**config.mk**
```make
export PLATFORM = sky130hd
export DESIGN_NAME = tli_muldiv
export DESIGN_NICKNAME = d
export VERILOG_FILES = /design/src/rtl/core/tli_pkg.sv /design/src/rtl/core/tli_muldiv.sv
export SDC_FILE = /design/constraint.sdc
export NUM_CORES = 1
export LEC_CHECK = 0
export BUFFER_PORTS_ARGS = -buffer_cell sky130_fd_sc_hd__buf_2
export CORE_ASPECT_RATIO = 0.6
export CORE_MARGIN = 2
export CORE_UTILIZATION = 55
export CTS_CLUSTER_SIZE = 16
export DETAILED_ROUTE_END_ITERATION = 16
export PLACE_DENSITY_LB_ADDON = 0.3
export SLEW_MARGIN = 10
export SYNTH_ARGS = -nofsm -noshare
export SYNTH_HDL_FRONTEND = slang
export SYNTH_SLANG_ARGS = --single-unit
export TNS_END_PERCENT = 5
```
**constraint.sdc**
```tcl
create_clock -name clk -period 12 [get_ports clk]
set_clock_uncertainty 0.2 [all_clocks]
set_input_delay 1.2 -clock clk [delete_from_list [all_inputs] [get_ports clk]]
set_output_delay 1.2 -clock clk [all_outputs]
set_load 0.05 [all_outputs]
```
**src/rtl/core/tli_pkg.sv**
```systemverilog
// ----------------------------------------------------------------------------
// tli_pkg: shared definitions of the table linear interpolator
// Kind and range codes, default sizes, datapath widths and the command
// word of the shared multiply/divide unit.
// ----------------------------------------------------------------------------
`timescale 1ns / 1ps
`default_nettype none

package tli_pkg;

  // default sizes handed down from the top level
  localparam int TABLE_DEPTH_DEF = 256;
  localparam int VALUE_WIDTH_DEF = 32;

  // fixed field widths of the ports
  localparam int FIELD_W = 32;
  localparam int INDEX_W = 8;
  localparam int COUNT_W = 9;
  localparam int KIND_W  = 2;
  localparam int STAT_W  = 2;

  // product / dividend width of the shared unit (product wraps here)
  localparam int PROD_W = 64;

  // input word kinds
  localparam logic [KIND_W-1:0] KIND_WRITE   = 2'd0;
  localparam logic [KIND_W-1:0] KIND_FORWARD = 2'd1;
  localparam logic [KIND_W-1:0] KIND_INVERSE = 2'd2;

  // range status codes
  localparam logic [STAT_W-1:0] RANGE_INSIDE = 2'd0;
  localparam logic [STAT_W-1:0] RANGE_BELOW  = 2'd1;
  localparam logic [STAT_W-1:0] RANGE_ABOVE  = 2'd2;

  // command to the shared multiply/divide unit
  typedef struct packed {
    logic start;
    logic op_div;   // 0 multiply, 1 divide
  } tli_cmd_t;

endpackage

`default_nettype wire

```
**src/rtl/core/tli_muldiv.sv**
```systemverilog
// ----------------------------------------------------------------------------
// tli_muldiv: shared shift-add multiplier and restoring divider
// One adder serves both operations, one bit per cycle. Multiply runs
// VALUE_WIDTH+1 steps, divide runs PROD_W steps; done pulses in the cycle
// after the last step and the result holds until the next start.
// ----------------------------------------------------------------------------
`timescale 1ns / 1ps
`default_nettype none

module tli_muldiv
  import tli_pkg::*;
#(
  parameter int VALUE_WIDTH = VALUE_WIDTH_DEF
) (
  input  wire logic              clk,
  input  wire logic              rst_n,
  input  wire tli_cmd_t          cmd,
  input  wire logic [PROD_W-1:0] opa,     // multiplicand or dividend
  input  wire logic [PROD_W-1:0] opb,     // multiplier or divisor
  output logic                   done,
  output logic      [PROD_W-1:0] result   // product or quotient
);

  localparam int CNTW      = $clog2(PROD_W + 1);
  localparam int MUL_STEPS = VALUE_WIDTH + 1;
  localparam int DIV_STEPS = PROD_W;

  logic            busy_r;
  logic            div_r;
  logic            done_r;
  logic [CNTW-1:0] cnt_r;
  logic [PROD_W-1:0] acc_r;   // product accumulator / remainder
  logic [PROD_W-1:0] x_r;     // shifted multiplicand / dividend-quotient
  logic [PROD_W-1:0] y_r;     // multiplier bits / divisor

  logic [PROD_W-1:0] rem_sh;
  logic [PROD_W-1:0] add_a;
  logic [PROD_W-1:0] add_b;
  logic [PROD_W:0]   sum;
  logic              carry;
  logic              last;

  // shared adder: acc + x for multiply, shifted remainder - divisor for divide
  assign rem_sh = {acc_r[PROD_W-2:0], x_r[PROD_W-1]};
  assign add_a  = div_r ? rem_sh : acc_r;
  assign add_b  = div_r ? ~y_r : x_r;
  assign sum    = {1'b0, add_a} + {1'b0, add_b} + (PROD_W+1)'(div_r);
  assign carry  = sum[PROD_W];
  assign last   = (cnt_r == CNTW'(1));

  // control
  always_ff @(posedge clk) begin
    if (!rst_n) begin
      busy_r <= 1'b0;
      done_r <= 1'b0;
      div_r  <= 1'b0;
      cnt_r  <= '0;
    end else begin
      done_r <= busy_r && last;
      if (cmd.start) begin
        busy_r <= 1'b1;
        div_r  <= cmd.op_div;
        cnt_r  <= cmd.op_div ? CNTW'(DIV_STEPS) : CNTW'(MUL_STEPS);
      end else if (busy_r) begin
        cnt_r <= cnt_r - CNTW'(1);
        if (last) begin
          busy_r <= 1'b0;
        end
      end
    end
  end

  // datapath
  always_ff @(posedge clk) begin
    if (cmd.start) begin
      acc_r <= '0;
      x_r   <= opa;
      y_r   <= opb;
    end else if (busy_r) begin
      if (div_r) begin
        acc_r <= carry ? sum[PROD_W-1:0] : rem_sh;
        x_r   <= {x_r[PROD_W-2:0], carry};
      end else begin
        if (y_r[0]) begin
          acc_r <= sum[PROD_W-1:0];
        end
        x_r <= {x_r[PROD_W-2:0], 1'b0};
        y_r <= {1'b0, y_r[PROD_W-1:1]};
      end
    end
  end

  assign done   = done_r;
  assign result = div_r ? x_r : acc_r;

endmodule

`default_nettype wire
```
==> impl_results.md <==
* Hold Path Class: reg -> reg
* Final hold vios at 0
* GRT Overall Usage at 29.7%
* Most frequent CP cell: buf_4
* CTS tree: done
* Power Dens Cells at 153 mW/mm2
* Chip height at 130 um
* Worst reg-to-reg setup slack at 5.95 ns
* Setup Buffers After CTS at 0
* Setup TNS at 0 ns
* Buffer levels on the longest clock path at 3
* Final Cycle Share at 50.4%
* First-pass GRT wire length at 65600 um
* Sequential share of the synthesized area at 36.8%
* Buffers added on ports at 196
* Core area at 0.0256 mm2
* Post-layout min period at 6.05 ns
* Run status: completed
* Vias/cell at 6.14
* Synthesized flop and latch total at 202
* Total power at 2480 uW
* Synth async-reset ratio at 0%
* Startpoint Class: flop
* WP data arrival at 6.24 ns
* Critical-path top delay cell: dfxtp_4
* Critical Path Fanout Max at 96
* Gate Count Post-Synth at 1725
* Routability cong. at 0.949
* Final HPWL DP at 29900 um
* Row count at 45
* Total number of vias at 13600
* Hold buffers post-CTS at 0
* Reg2reg end: acc_r[55]$_SDFFE_PP0P_
* Share of cells above drive strength 1 at 21.5%
* Cell count of the worst reg-to-reg path at 16
* Initial core utilization at 56.5%
* Nets@finish at 2044
* Number of flops mapped to enable cells by yosys at 128
* Iteration-0 DRC count of the detailed router at 1645
* Drt pass-1 iters at 5
* Post-layout util at 63.7%
* Clock Sink Count at 202
* Placed Cells incl. Taps at 2174
* Synth Flop Type: edfxtp_1
* Max-cap violations at 0
* Clk Tree Root Cell: clkbuf_16
* Peak Freq at 165 MHz
* Pins Over Slew Limit at 0
* Max-slew headroom at 37.8%
* H-tree levels at 1
* Max VDD drop at 0.000111 V
* Non-filler cells, final at 2212
* Total gr overflow at 0
* Clk_lat worst skew at 0.54 ns
* Reg clk slew, reported paths at 0.07 ns
* Top Ports at 197
* Synth Cell Area at 0.0145 mm2
* Worst setup path startpoint: div_r$_SDFFE_PN0P_
* Worst Max-Slew Pin Slew at 0.933 ns
* Antenna cells at 0
* Yosys cell types at 92
* Syn Nets at 1924
* Leakage at 0.00737 uW
* Die X at 213 um
* CP peak stage delay at 0.81 ns
* RR Startpoint: div_r$_SDFFE_PN0P_
* Crit Path Category: reg -> reg
* WL/cell at 18.8 um
* Antenna Nets Post-Route at 0
* Total wire length at 41700 um
* Die ar. at 0.0276 mm2
* CTS buffer count at 21
* Syn avg cell area at 8.38 um2
* PostCTS Resize Cnt at 0
* Final setup violation count at 0
* Worst EP required at 12.19 ns
* Crit path capture type: flop
* RSZ-0062 raised after global routing: no
* Critical Path, Cell by Cell: buf_4 -> buf_4 -> nor2_1 -> a21oi_1 -> ha_1 -> a21oi_1 -> o21ai_1 -> a31oi_1 -> o211ai_1 -> a211oi_1 -> a211oi_2 -> nor3_4 -> buf_4 -> nor2_1 -> nand3_1 -> a31oi_1
* Synth warnings at 0
* Largest net degree at the start of global routing at 97
* Initial antenna violation count at 0
* Critical Path Sink: acc_r[55]$_SDFFE_PP0P_
* Post-route DRC at 0
* Vias in the first global route at 12200
* Area Overhead vs Synth at 12.6%
[final cells by class]
class	instances	area [um2]
clock inverters	9	111
repair buffers	208	1080
clock buffers	29	651
flip-flops and latches	202	5330
inverters	27	101
multi-input cells	1385	8560
well taps	352	440
fillers	2182	9290
[cell families (layout without fill, tap and decap cells)]
kind of cell | Yosys count | after routing | share of synthesized area [%]
and+or+nand+nor | 686 | 686 | 20.1
AOI/OAI and AO/OA | 437 | 437 | 19.0
DFF | 202 | 202 | 36.8
muxes | 143 | 143 | 11.0
buffers and inverters | 138 | 273 | 4.00
adders and majority gates | 67 | 67 | 5.90
xor gates and xnor gates | 52 | 52 | 3.15
[Yosys cell counts (12+ instances only)]
| cell | n | area [um2] |
|---|---|---|
| a211oi_1 | 35 | 263 |
| a21o_1 | 34 | 255 |
| a21oi_1 | 191 | 956 |
| a31oi_1 | 12 | 75.1 |
| buf_2 | 17 | 85.1 |
| clkbuf_1 | 80 | 300 |
| dfxtp_1 | 74 | 1480 |
| edfxtp_1 | 128 | 3840 |
| ha_1 | 65 | 813 |
| inv_1 | 25 | 93.8 |
| mux2_2 | 128 | 1440 |
| mux2i_1 | 14 | 140 |
| nand2_1 | 392 | 1470 |
| nand3_1 | 18 | 90.1 |
| nand4_1 | 26 | 163 |
| nor2_1 | 156 | 586 |
| nor3_1 | 38 | 190 |
| o21ai_0 | 67 | 335 |
| o21bai_1 | 14 | 105 |
| xnor2_1 | 35 | 307 |
| xor2_1 | 17 | 149 |
[sequential cells by signal, indices dropped and copies added (netlist names)]
name,count
busy_r,1
div_r,1
x_r,64
acc_r,64
done,1
cnt_r,7
y_r,64
[worst min-delay path by stage]
stage                           start                endpoint  slack, ns  cells after the start
6_report       acc_r[47]$_SDFFE_PP0P_  acc_r[47]$_SDFFE_PP0P_       0.31                      2
5_1_grt        acc_r[27]$_SDFFE_PP0P_  acc_r[27]$_SDFFE_PP0P_       0.32                      2
4_1_cts        acc_r[47]$_SDFFE_PP0P_  acc_r[47]$_SDFFE_PP0P_       0.30                      2
3_5_place_dp   acc_r[27]$_SDFFE_PP0P_  acc_r[27]$_SDFFE_PP0P_       0.29                      2
3_3_place_gp   acc_r[27]$_SDFFE_PP0P_  acc_r[27]$_SDFFE_PP0P_       0.27                      2
2_1_floorplan  acc_r[27]$_SDFFE_PP0P_  acc_r[27]$_SDFFE_PP0P_       0.26                      2
[per-stage QoR]
stage	instance area, um2	hold WS, ns	worst slack [ns]
global route	16300	0.317	5.45
CTS	16300	0.303	6.08
finish	16300	0.306	5.95
floorplan	14500	0.258	7.63
global placement	15500	0.267	6.28
detailed placement	15500	0.293	6.08
[power by group]
part	total (uW)	switching (uW)	leakage [uW]	internal, uW
registers	893	67.2	0.00189	826
clock network	726	298	0.000377	428
logic	863	556	0.00510	307
[cells in the final DEF, fill, tap and decap left out, types with 7 or more instances in the layout]
cell type  synthesis  routed
xnor2_1           35      35
dfxtp_1           74      73
mux2_2           128     128
or3_1              7       7
nor2_1           156     156
buf_4              2      12
edfxtp_1         128     128
nor3_1            38      38
ha_1              65      65
a31oi_1           12      12
clkbuf_16          0      25
nand2_1          392     392
a211oi_1          35      35
xor2_1            17      17
o21ai_0           67      67
nand4_1           26      26
a21o_1            34      33
o21a_1             9       8
and3_1             9       9
o211a_1            8       8
mux2i_1           14      14
o21bai_1          14      14
nand3_1           18      18
a21oi_1          191     191
inv_1             25      25
buf_2             17     195
[routing by layer]
metal  track usage [%]  vias to the layer above  part of all wire (%)
li1                  -                     6434                     -
met1              48.0                     6367                    49
met2              40.7                      722                    39
met3              5.77                       48                    11
met4              5.39                        0                   1.6
met5                 0                        -                     0
[worst max-delay path, delay by kind of cell, from the launching register on]
| family | cells | cell delay (ns) |
|---|---|---|
| buffers and inverters | 3 | 2.02 |
| AO/OA/AOI/OAI | 8 | 1.68 |
| flip-flops | 1 | 0.81 |
| AND/OR/NAND/NOR | 4 | 0.70 |
| adder cells (fa/ha/maj) | 1 | 0.34 |
(Power assumes the default switching activity.)
